### src/rtl/mvt_pkg.sv
package mvt_pkg;

  localparam int WORD_BITS      = 32;
  localparam int FRAC_BITS      = 16;
  localparam int FIELD_BITS     = 32;
  localparam int REG_BITS       = 64;
  localparam int HALF_BITS      = REG_BITS / 2;
  localparam int NUM_REGS       = 8;
  localparam int REG_SEL_BITS   = $clog2(NUM_REGS);
  localparam int CFG_INDEX_BITS = REG_SEL_BITS + 1;
  localparam int DIM            = 4;
  localparam int PROD_BITS      = 2 * WORD_BITS;
  localparam int SUM_BITS       = PROD_BITS + 2;
  localparam int SH_BITS        = SUM_BITS - FRAC_BITS;

  typedef logic [FIELD_BITS-1:0]           field_t;
  typedef logic signed [WORD_BITS-1:0]     word_t;
  typedef logic signed [PROD_BITS-1:0]     prod_t;
  typedef logic signed [SUM_BITS-1:0]      sum_t;
  typedef logic signed [SH_BITS-1:0]       sh_t;
  typedef logic [REG_BITS-1:0]             reg_t;
  typedef logic [CFG_INDEX_BITS-1:0]       cfg_index_t;
  typedef logic [DIM-1:0][WORD_BITS-1:0]   vec_t;
  typedef vec_t [DIM-1:0]                  matrix_t;
  typedef sum_t [DIM-1:0]                  sums_t;

  typedef struct packed {
    logic [DIM-1:0][FIELD_BITS-1:0] vals;
    logic                           sat;
  } result_t;

  localparam reg_t  ONE_LOW  = reg_t'(1) << FRAC_BITS;
  localparam reg_t  ONE_HIGH = ONE_LOW << HALF_BITS;
  localparam word_t WORD_MAX = {1'b0, {(WORD_BITS-1){1'b1}}};
  localparam word_t WORD_MIN = {1'b1, {(WORD_BITS-1){1'b0}}};

  function automatic reg_t reg_reset(input int idx);
    reg_t v;
    v = '0;
    case (idx)
      0: v = ONE_LOW;
      2: v = ONE_HIGH;
      5: v = ONE_LOW;
      7: v = ONE_HIGH;
      default: v = '0;
    endcase
    return v;
  endfunction

endpackage

### src/rtl/mvt_regs.sv
module mvt_regs (
  input  logic                 clk,
  input  logic                 rst,
  input  logic                 cfg_we,
  input  mvt_pkg::cfg_index_t  cfg_index,
  input  mvt_pkg::reg_t        cfg_data,
  output mvt_pkg::matrix_t     matrix
);
  import mvt_pkg::*;

  reg_t regs [NUM_REGS];

  always_ff @(posedge clk) begin
    if (rst) begin
      for (int i = 0; i < NUM_REGS; i++) begin
        regs[i] <= reg_reset(i);
      end
    end else if (cfg_we && !cfg_index[CFG_INDEX_BITS-1]) begin
      regs[cfg_index[REG_SEL_BITS-1:0]] <= cfg_data;
    end
  end

  // column-major: column c, rows 0/1 in reg 2c, rows 2/3 in reg 2c+1
  for (genvar j = 0; j < DIM; j++) begin : g_row
    for (genvar c = 0; c < DIM; c++) begin : g_col
      assign matrix[j][c] = regs[2*c + j/2][(j%2)*HALF_BITS +: WORD_BITS];
    end
  end

endmodule

### config.mk
export PLATFORM = sky130hd
export DESIGN_NAME = mvt_regs
export DESIGN_NICKNAME = d
export VERILOG_FILES = /design/src/rtl/mvt_pkg.sv /design/src/rtl/mvt_regs.sv
export SDC_FILE = /design/constraint.sdc
export NUM_CORES = 1
export LEC_CHECK = 0
export CORE_AREA = 2 2 226 228
export CTS_CLUSTER_SIZE = 12
export DETAILED_ROUTE_END_ITERATION = 7
export DIE_AREA = 0 0 228 230
export DONT_BUFFER_PORTS = 1
export SLEW_MARGIN = 20
export SYNTH_ARGS = -nofsm -noshare
export SYNTH_HDL_FRONTEND = slang
export SYNTH_SLANG_ARGS = --single-unit
### constraint.sdc
create_clock -name clk -period 13.8 [get_ports clk]
set_input_delay 1.38 -clock clk [delete_from_list [all_inputs] [get_ports clk]]
set_output_delay 1.38 -clock clk [all_outputs]
set_load 0.05 [all_outputs]
==> metrics <==
run status=finished clean; Yosys Warn Count=0; # DRC=0; WP data required=13.99 ns; DIE HEIGHT=230 um; fmax=0.272 GHz; switching pwr=0.00106 W; layout net count=1,250; clock root buffer=clkbuf_16; routed len/inst=29.5 um; commonest non-fill, non-tap cell in the layout=edfxtp_1; Setup Fix Bufs, Post-CTS=0; post-route ant nets=0; final setup TNS=0 ns; IO buf count=0; CP arrival=3.86 ns; fin crit share=0.266; Post-Syn Nets=1,290; CTS resizes=0; sw frac=0.295; DRT Pass-1 Iters=5; first-pass GRT wire length=78.6 mm; Internal=0.00252 W; Worst setup SP type=input port; commonest non-fill, non-tap cells in the layout=512 x edfxtp_1, 388 x nor3_1, 120 x nor3_2, 68 x clkinv_1, 53 x clkbuf_16; Worst Setup End Kind=flop; Largest register FFs=512; min Tclk post-route=3.67 ns; Yosys top cell by area=edfxtp_1; # H-tree levels=2; largest net degree at the start of global routing=161; Pins Over Slew Limit=0; WS Path Type=input port to flop; worst-path cell chain=or4b_4 > o21bai_4 > buf_4; post-synthesis sequential area ratio=0.790; Synth Instances=1,219; initial antenna violation count=0; detailed placement HPWL=33.7 mm; Largest regs=regs (512); filler cell count=4,446; crit-path max FO=47; Slew HR=0.238; Tot GR Track Use=0.204; Site Rows=82; Starting Density=0.390; total of max-cap violations=0; width of the die=228 um; die footprint=52,400 um^2; core box area=49,900 um^2; Num CTS Buffers=52; Area Overhead vs Synth=10.6%; Seq cells post-synth=512; Post-Syn Area=19,500 um^2; Design Area, Final=21,500 um^2; dpl cell area=20,100 um^2; layout cells sized above 1=0.179; Worst-Margin Slew=1.14 ns; Biggest register=regs; Fin. Hold Viols=0; CTS tree=done; Crit path largest cell delay=0.87 ns; clk sinks=512; CP max stage cell=o21bai_4; clock slew at the register clock pins of the worst setup and hold paths=0.06 ns; worst min-delay path category=input port to flop; clock tree buffer depth=3; Clock power frac=0.352; vias in the first global route=10,303; leakage=6.21 nW; Synth top area share=0.790; Synth cell types=17; drt initial violations=983; via count=10,773; Cell Pwr Density=166 nW/um^2; vias per inst=5.73; Logic pwr share=0.038; Pwr Total=0.00358 W; setup violators final=0; largest cells by area after synthesis=edfxtp_1 79%, nor3_1 10%, nor3_2 6.2%; Post-synth ARST share=0; setup repair after global routing missed its margin=no; routability cong.=0.819; Synth Flop Type=edfxtp_1; number of synthesized flops with an enable pin=512; Syn Area/Cell=16.0 um^2; I/O pin count=583; Total Wirelength=55.5 mm; Reg power frac=0.610; Post-CTS Hold Buffers=0; Max VDD drop=0.0926 mV; total gr overflow=0
[Yosys cell counts, types with 2 or more instances]
cell,number
or4b_1,2
nor3_2,120
clkinv_1,62
clkbuf_1,63
buf_1,13
inv_1,2
or3_1,4
edfxtp_1,512
buf_2,26
buf_6,14
o21bai_1,8
nor3_1,388
[worst max-delay path, delay by kind of cell]
family / cells / cell delay (ns)
compound gates: 1 / 0.87
simple gates: 1 / 0.81
buf+inv: 1 / 0.63
[metrics by stage]
stage          worst slack, ns  hold slack, ns  utilization  std cells
2_1_floorplan             7.99            1.56            -       1219
3_3_place_gp              9.55            1.57        0.402       1796
3_5_place_dp              9.50            1.57        0.402       1796
4_1_cts                  10.13           0.936        0.432       1879
5_1_grt                  10.05           0.941        0.432       1880
6_report                 10.13           0.982        0.432       1881
[metal layers]
layer | wire, um | track usage
met2 | 27100 | 0.326
met3 | 5420 | 0.0707
met1 | 21500 | 0.264
met4 | 1420 | 0.0609
met5 | 0 | 0
[layout make-up]
type	count	area (um^2)	share of cell area
inverter	64	240	0.0112
clock inverter	12	70.1	0.00325
antenna	1	2.50	0.000116
multi-input combinational	526	3410	0.158
clock buffer	71	1390	0.0647
timing repair buffer	23	210	0.00976
sequential	512	15400	0.714
tap	672	841	0.0390
[logic make-up (layout without fill, tap and decap cells)]
| kind of cell | count (synthesis) | after routing | share of synthesized area |
|---|---|---|---|
| other cells | 0 | 1 | 0 |
| compound gates | 8 | 8 | 0.00308 |
| buf+inv | 181 | 170 | 0.0420 |
| flops | 512 | 512 | 0.790 |
| simple gates | 518 | 518 | 0.165 |
[final timing paths]
kind,from,slack [ns],end,cells past startpoint
hold / removal,cfg_data[16],0.98,regs[5][16],1
setup / recovery,cfg_index[3],10.13,regs[2][3],3
[power by group through the flow]
| stage | clock, W | sequential (W) | combinational (W) |
|---|---|---|---|
| detailed placement | 0 | 0.00222 | 0.000139 |
| finish | 0.00126 | 0.00218 | 0.000138 |
| CTS | 0.00128 | 0.00219 | 0.000139 |
| floorplan | 0 | 0.00219 | 0.0000864 |
| global placement | 0 | 0.00222 | 0.000137 |
| global route | 0.00134 | 0.00219 | 0.000147 |
Power figures use the tool's default switching activity.
