File: config.mk
export PLATFORM = sky130hd
export DESIGN_NAME = mvt_merge
export DESIGN_NICKNAME = d
export VERILOG_FILES = /design/src/rtl/mvt_pkg.sv /design/src/rtl/mvt_merge.sv
export SDC_FILE = /design/constraint.sdc
export NUM_CORES = 1
export LEC_CHECK = 0
export CELL_PAD_IN_SITES_DETAIL_PLACEMENT = 1
export CELL_PAD_IN_SITES_GLOBAL_PLACEMENT = 1
export CORE_AREA = 2 2 151 153
export DETAILED_ROUTE_END_ITERATION = 8
export DIE_AREA = 0 0 153 155
export DONT_BUFFER_PORTS = 1
export GPL_TIMING_DRIVEN = 1
export PLACE_DENSITY_LB_ADDON = 0.1
export SYNTH_ARGS = -nofsm -noshare
export SYNTH_HDL_FRONTEND = slang
export SYNTH_SLANG_ARGS = --single-unit
File: constraint.sdc
create_clock -name vclk -period 2.5
set_input_delay 0.25 -clock vclk [all_inputs]
set_output_delay 0.25 -clock vclk [all_outputs]
set_load 0.005 [all_outputs]
File: src/rtl/mvt_pkg.sv
package mvt_pkg;

  localparam int WORD_BITS      = 32;
  localparam int FRAC_BITS      = 16;
  localparam int FIELD_BITS     = 32;
  localparam int REG_BITS       = 64;
  localparam int HALF_BITS      = REG_BITS / 2;
  localparam int NUM_REGS       = 8;
  localparam int REG_SEL_BITS   = $clog2(NUM_REGS);
  localparam int CFG_INDEX_BITS = REG_SEL_BITS + 1;
  localparam int DIM            = 4;
  localparam int PROD_BITS      = 2 * WORD_BITS;
  localparam int SUM_BITS       = PROD_BITS + 2;
  localparam int SH_BITS        = SUM_BITS - FRAC_BITS;

  typedef logic [FIELD_BITS-1:0]           field_t;
  typedef logic signed [WORD_BITS-1:0]     word_t;
  typedef logic signed [PROD_BITS-1:0]     prod_t;
  typedef logic signed [SUM_BITS-1:0]      sum_t;
  typedef logic signed [SH_BITS-1:0]       sh_t;
  typedef logic [REG_BITS-1:0]             reg_t;
  typedef logic [CFG_INDEX_BITS-1:0]       cfg_index_t;
  typedef logic [DIM-1:0][WORD_BITS-1:0]   vec_t;
  typedef vec_t [DIM-1:0]                  matrix_t;
  typedef sum_t [DIM-1:0]                  sums_t;

  typedef struct packed {
    logic [DIM-1:0][FIELD_BITS-1:0] vals;
    logic                           sat;
  } result_t;

  localparam reg_t  ONE_LOW  = reg_t'(1) << FRAC_BITS;
  localparam reg_t  ONE_HIGH = ONE_LOW << HALF_BITS;
  localparam word_t WORD_MAX = {1'b0, {(WORD_BITS-1){1'b1}}};
  localparam word_t WORD_MIN = {1'b1, {(WORD_BITS-1){1'b0}}};

  function automatic reg_t reg_reset(input int idx);
    reg_t v;
    v = '0;
    case (idx)
      0: v = ONE_LOW;
      2: v = ONE_HIGH;
      5: v = ONE_LOW;
      7: v = ONE_HIGH;
      default: v = '0;
    endcase
    return v;
  endfunction

endpackage

File: src/rtl/mvt_merge.sv
module mvt_merge (
  input  mvt_pkg::sums_t    sums,
  output mvt_pkg::result_t  res
);
  import mvt_pkg::*;

  sh_t             sh   [DIM];
  word_t           clip [DIM];
  logic [DIM-1:0]  hit;

  always_comb begin
    for (int j = 0; j < DIM; j++) begin
      sh[j] = sh_t'(sums[j] >>> FRAC_BITS);
      if (sh[j] > sh_t'(WORD_MAX)) begin
        clip[j] = WORD_MAX;
        hit[j]  = 1'b1;
      end else if (sh[j] < sh_t'(WORD_MIN)) begin
        clip[j] = WORD_MIN;
        hit[j]  = 1'b1;
      end else begin
        clip[j] = word_t'(sh[j]);
        hit[j]  = 1'b0;
      end
      res.vals[j] = field_t'(clip[j]);
    end
    res.sat = |hit;
  end

endmodule

==> summary.txt, run 1 <==
Status
  – Status: completed

Critical path
  – Startpoint Class: input port
  – Worst Setup End Kind: primary output
  – WS Path Type: in -> out
  – Worst-path maximum fanout: 2
  – Critical path arrival: 1.74 ns
  – Required @ worst endpoint: 2.25 ns

CTS
  – CTS-repair resized insts: 0
  – Setup Buffers After CTS: 0
  – Hold_buf cts: 0

Timing
  – Setup TNS: 0 ns
  – FMAX: between 0.5 and 0.6 GHz
  – Final worst path period share: 79.7%
  – RSZ-0062 raised after global routing: false
  – Tmin final: between 1.5 and 2 ns
  – Worst-Margin Slew: 0.484 ns
  – Hold Vio Cnt, Final: 0
  – Setup-failing EPs final: 0
  – Max-slew violation count: 0
  – Max-slew headroom: between 60% and 70%

Synthesis
  – Most used standard cell by instance count after synthesis: a21o_1
  – Mapped cell area: 0.00149 mm²
  – Post-synth top cells: 124 x a21o_1, 16 x clkbuf_1, 16 x nand4_1, 16 x nor4_1, 12 x buf_2
  – Top post-synthesis cells by area: a21o_1 62%, nand4_1 6.7%, nor4_1 6.7%, buf_2 4.0%, clkbuf_1 4.0%
  – Synthesized Nets: 485
  – Area leader, netlist: a21o_1
  – Cells after synthesis: roughly 220
  – Syn_area_per_cell: 6.76 µm²
  – Synth Warn #: 0
  – Post-synthesis cell type count: 15
  – Synth top area share: between 60% and 70%
  – Sequential area share after synthesis: 0%

Detailed routing
  – Residual DRC: 0
  – WL/cell: 15.0 µm
  – Post-Route WL: 7.29 mm
  – Top routing layer used: met4
  – Initial DRC count: 26
  – Met2 Wirelength: ~4.2 mm
  – Drt pass-1 iters: 4
  – Vias per Instance: 3.87
  – Final ANT Viol Nets: 0
  – WL met1: 2.32 mm
  – Via count: 1,883
  – Metal3 WL: 704 µm

Pwr
  – Combinational power share: 100.0%
  – Switching Share: 56.6%
  – Worst vdd ir: 0.0298 mV
  – Psw: 0.130 mW
  – Clock power frac: 0%
  – Seq pwr share: 0%
  – Final Power: 0.229 mW
  – Internal Dissipation: 0.0995 mW
  – Pwr Density: 125 mW/mm²
  – Leak Pwr: 0.887 nW

Die
  – Core footprint: 0.0222 mm²
  – Starting Density: under 10%
  – Die Span X: 153 µm
  – Die height: 155 µm
  – Ports: 393
  – Full die area: 0.0237 mm²
  – Row cnt: 55

GRT
  – Largest net degree at the start of global routing: 32
  – Remaining global-route overflow: 0
  – First-pass GRT wire length: 9.55 mm
  – Initial antenna violation count: 0
  – Global Route Usage Sum: 4.90%
  – Vias in the first global route: 1,719

Worst hold path
  – Hold crit path type: in -> out
  – WHS Endpoint: res[64]
  – WHS Path Cells: 0
  – Hold_sp: sums[131]

Placement
  – Routability cong.: 0.681
  – HPWL after DPL: 6.68 mm
  – Port bufs: 0
  – DP Area: 0.00184 mm²

Final layout
  – Final layout net count: ~470
  – Seq cells: 0
  – Design Area, Final: between 0.0015 and 0.002 mm²
  – Register Area: 0 µm²
  – Clkbuf count: 0
  – Ant. Diodes: 0
  – Layout cells sized above 1: under 10%
  – P&R area growth vs syn: 23.0%

Flow run
  – Max-cap viol count: 0
[layout by cell type, fill, tap and decap left out]
master	count
and3_1	4
and4_1	4
a31oi_2	4
or4_1	1
or3_1	4
and3b_1	4
nand3_1	4
a2bb2oi_1	4
nor4_1	16
o21ai_2	4
nand4_1	16
nor2_1	4
a21o_1	124
buf_4	9
[metal layers]
metal,vias to the layer above,global-route usage [%]
met3,6,0.696
li1,833,-
met2,181,11.0
met4,0,0.705
met1,863,4.61
met5,-,0
[worst max-delay path, cell delays in order]
cell and delay, ns:
nor4_1 0.42, buf_4 0.18, and3_1 0.20, a2bb2oi_1 0.09, or4_1 0.60
[worst max path at each step]
stage                         start     end
after floorplan           sums[124]  res[0]
after global placement    sums[182]  res[0]
after detailed placement  sums[182]  res[0]
after CTS                 sums[182]  res[0]
after global routing      sums[182]  res[0]
final                     sums[182]  res[0]
[kinds of logic after synthesis]
| group | Yosys count | synth area share (%) |
|---|---|---|
| AO/OA/AOI/OAI | 136 | 67.7 |
| buffers and inverters | 28 | 8.04 |
| AND/OR/NAND/NOR | 57 | 24.3 |
[per-stage QoR]
stage / hold WS, ns / util (%) / std cells / setup WS [ns]
3_3_place_gp: 0.500 / 8.27 / 487 / 0.393
3_5_place_dp: 0.500 / 8.27 / 487 / 0.387
5_1_grt: 0.500 / 8.27 / 487 / 0.365
6_report: 0.500 / 8.27 / 487 / 0.508
2_1_floorplan: 0.579 / - / 221 / 0.883
4_1_cts: 0.500 / 8.27 / 487 / 0.382
[power groups by stage]
stage          Combinational, mW  Sequential (mW)  Clock [mW]
4_1_cts                    0.234                0           0
5_1_grt                    0.249                0           0
3_5_place_dp               0.232                0           0
6_report                   0.229                0           0
3_3_place_gp               0.238                0           0
2_1_floorplan              0.198                0           0
[layout make-up]
cell class	count	area, µm²
Fill cell	2704	20400
Multi-Input combinational cell	193	1410
Tap cell	285	357
Timing Repair Buffer	9	67.6
No activity file was read; power rests on OpenSTA's default activity.
==> run 2: changes to the inputs <==
- ABC_AREA: unset -> 1
- CORE_AREA: 2 2 151 153 -> 2 2 152 154
- DIE_AREA: 0 0 153 155 -> 0 0 154 156
- clock period: 2.5 -> 1.71 ns (I/O delays scaled with it)
==> run 2 against run 1 <==
Compared with the run above:
- setup slack got worse by 0.16 ns
- worst hold slack lost 0.16 ns
- total power rose by 63%
- clock-buffer cell count did not move
- cell area grew 7.3%
- combinational power is 62% higher
- cell count rose by 40%
- non-clock buffer count rose by 1
- sequential share of layout area did not move
- die area grew 1.3%
- core utilization increased by 0.55 points
==> summary.txt, run 2 <==
Synthesis
  – Post-synth top cells: 305 x nand2_1, 58 x nor2_1, 13 x buf_4, 10 x nand3_1, 8 x buf_6
  – Synth Warn #: 0
  – Syn_area_per_cell: 4.19 µm²
  – Cells after synthesis: 417
  – Sequential area share after synthesis: 0%
  – Mapped cell area: 0.00175 mm²
  – Synthesized Nets: about 680
  – Area leader, netlist: nand2_1
  – Most used standard cell by instance count after synthesis: nand2_1
  – Top post-synthesis cells by area: nand2_1 66%, nor2_1 12%, buf_4 5.6%, buf_6 5.2%, nand3_1 2.9%
  – Post-synthesis cell type count: 16
  – Synth top area share: 65.6%

Critical path
  – Startpoint Class: input port
  – CP startpoint: sums[251]
  – Crit path to: res[124]
  – Critical path arrival: roughly 1.2 ns
  – Required @ worst endpoint: between 1.5 and 2 ns
  – Worst Setup End Kind: primary output
  – WS Path Type: in -> out
  – Worst-path maximum fanout: 21

Timing
  – Hold Vio Cnt, Final: 0
  – FMAX: roughly 0.74 GHz
  – Setup TNS: 0 ns
  – Worst-Margin Slew: 0.300 ns
  – RSZ-0062 raised after global routing: false
  – Tmin final: 1.36 ns
  – Max-slew headroom: 80.0%
  – Max-slew violation count: 0
  – Final worst path period share: roughly four fifths
  – Post-route setup slack: 0.352 ns
  – Setup-failing EPs final: 0

GRT
  – Initial antenna violation count: 0
  – Remaining global-route overflow: 0
  – Global Route Usage Sum: 6.05%
  – First-pass GRT wire length: 11.7 mm
  – Vias in the first global route: 2,212
  – Largest net degree at the start of global routing: 32

Pwr
  – Combinational power share: 100.0%
  – Clock power frac: 0%
  – Psw: 0.252 mW
  – Leak Pwr: 0.953 nW
  – Pwr Density: around 190 mW/mm²
  – Switching Share: 67.7%
  – Internal Dissipation: 0.120 mW
  – Worst vdd ir: 0.0528 mV
  – Seq pwr share: 0%

Final layout
  – P&R area growth vs syn: 13.0%
  – Commonest non-fill, non-tap cell in the layout: nand2_1
  – Register Area: 0 µm²
  – Layout cells sized above 1: 3.51%
  – Final layout net count: between 600 and 700
  – Seq cells: 0
  – Clkbuf count: 0
  – Ant. Diodes: 0
  – Most frequent cells in the layout: 305 x nand2_1, 58 x nor2_1, 10 x nand3_1
  – # fillers: about 2,900

Detailed routing
  – Vias per Instance: approximately 3.6
  – Initial DRC count: 68
  – Final ANT Viol Nets: 0
  – Via count: around 2,400
  – Residual DRC: 0
  – WL/cell: 13.1 µm
  – Drt pass-1 iters: 3
  – Post-Route WL: roughly 9 mm

Placement
  – Routability cong.: 0.700
  – Setup WS pre-CTS: about 0.23 ns
  – HPWL after DPL: 8.26 mm
  – Port bufs: 0

Die
  – Full die area: 0.0240 mm²
  – Starting Density: 7.80%
  – Row cnt: 55
  – Die Span X: 154 µm
  – Ports: ~400
  – Core footprint: 0.0224 mm²
  – Die height: 156 µm

Worst hold path
  – WHS Path Cells: 0
  – Hold_sp: sums[263]
  – Hold crit path type: in -> out

Flow run
  – Max-cap viol count: 0

Status
  – Status: completed

CTS
  – CTS-repair resized insts: 0
  – Hold_buf cts: 0
  – Setup Buffers After CTS: 0
[run 2: cell count changes after synthesis, moves of 5 or more]
cell and change:
nand2_1 +305, a21o_1 -124, nor2_1 +54, nand4_1 -16, nor4_1 -16, buf_4 +13, clkbuf_1 -12, buf_2 -9
buf_6 +8, nand3_1 +6, inv_1 +5
[run 2: kinds of logic (layout without fill, tap and decap cells)]
group	count (synthesis)	after routing	synth area share, %
compound gates	4	4	3.01
simple gates	380	380	83.4
buf+inv	33	15	13.5
[run 2: power by group through the flow]
stage	Sequential, mW	Combinational, mW	Clock [mW]
floorplan	0	0.336	0
global placement	0	0.385	0
detailed placement	0	0.386	0
CTS	0	0.387	0
global route	0	0.429	0
finish	0	0.372	0
[run 2: worst max-delay path, cell delays in order]
cell and delay (ns):
nand2_1 0.03, nor2_1 0.16, nand3_1 0.18, o21ai_2 0.21, buf_4 0.26, nand2_1 0.09
nand2_1 0.08
[run 2: how the worst min path moves through the flow]
stage                     endpoint  slack (ns)
final                     res[128]        0.34
after global routing      res[128]        0.34
after CTS                  res[64]        0.34
after detailed placement   res[64]        0.34
after global placement     res[64]        0.34
after floorplan           res[128]        0.42
[run 2: through the flow]
step | std cells | hold slack (ns) | cell area, µm² | utilization [%] | power [mW]
final | 684 | 0.342 | 1970 | 8.82 | 0.372
after global routing | 684 | 0.342 | 1970 | 8.82 | 0.429
after CTS | 684 | 0.342 | 1970 | 8.82 | 0.387
after detailed placement | 684 | 0.342 | 1970 | 8.82 | 0.386
after global placement | 684 | 0.342 | 1970 | 8.82 | 0.385
after floorplan | 417 | 0.421 | 1750 | - | 0.336
[run 2: cell type report]
| class | count | area, µm² | area share [%] |
|---|---|---|---|
| Multi-Input combinational cell | 384 | 1510 | 76.5 |
| Tap cell | 285 | 357 | 18.1 |
| Timing Repair Buffer | 10 | 87.6 | 4.44 |
| Inverter | 5 | 18.8 | 0.952 |
[run 2: per-layer routing]
metal,track usage [%],routed length [µm]
met1,6.14,3030
met5,0,0
met2,13.6,5270
met3,0.444,643
met4,0.223,29
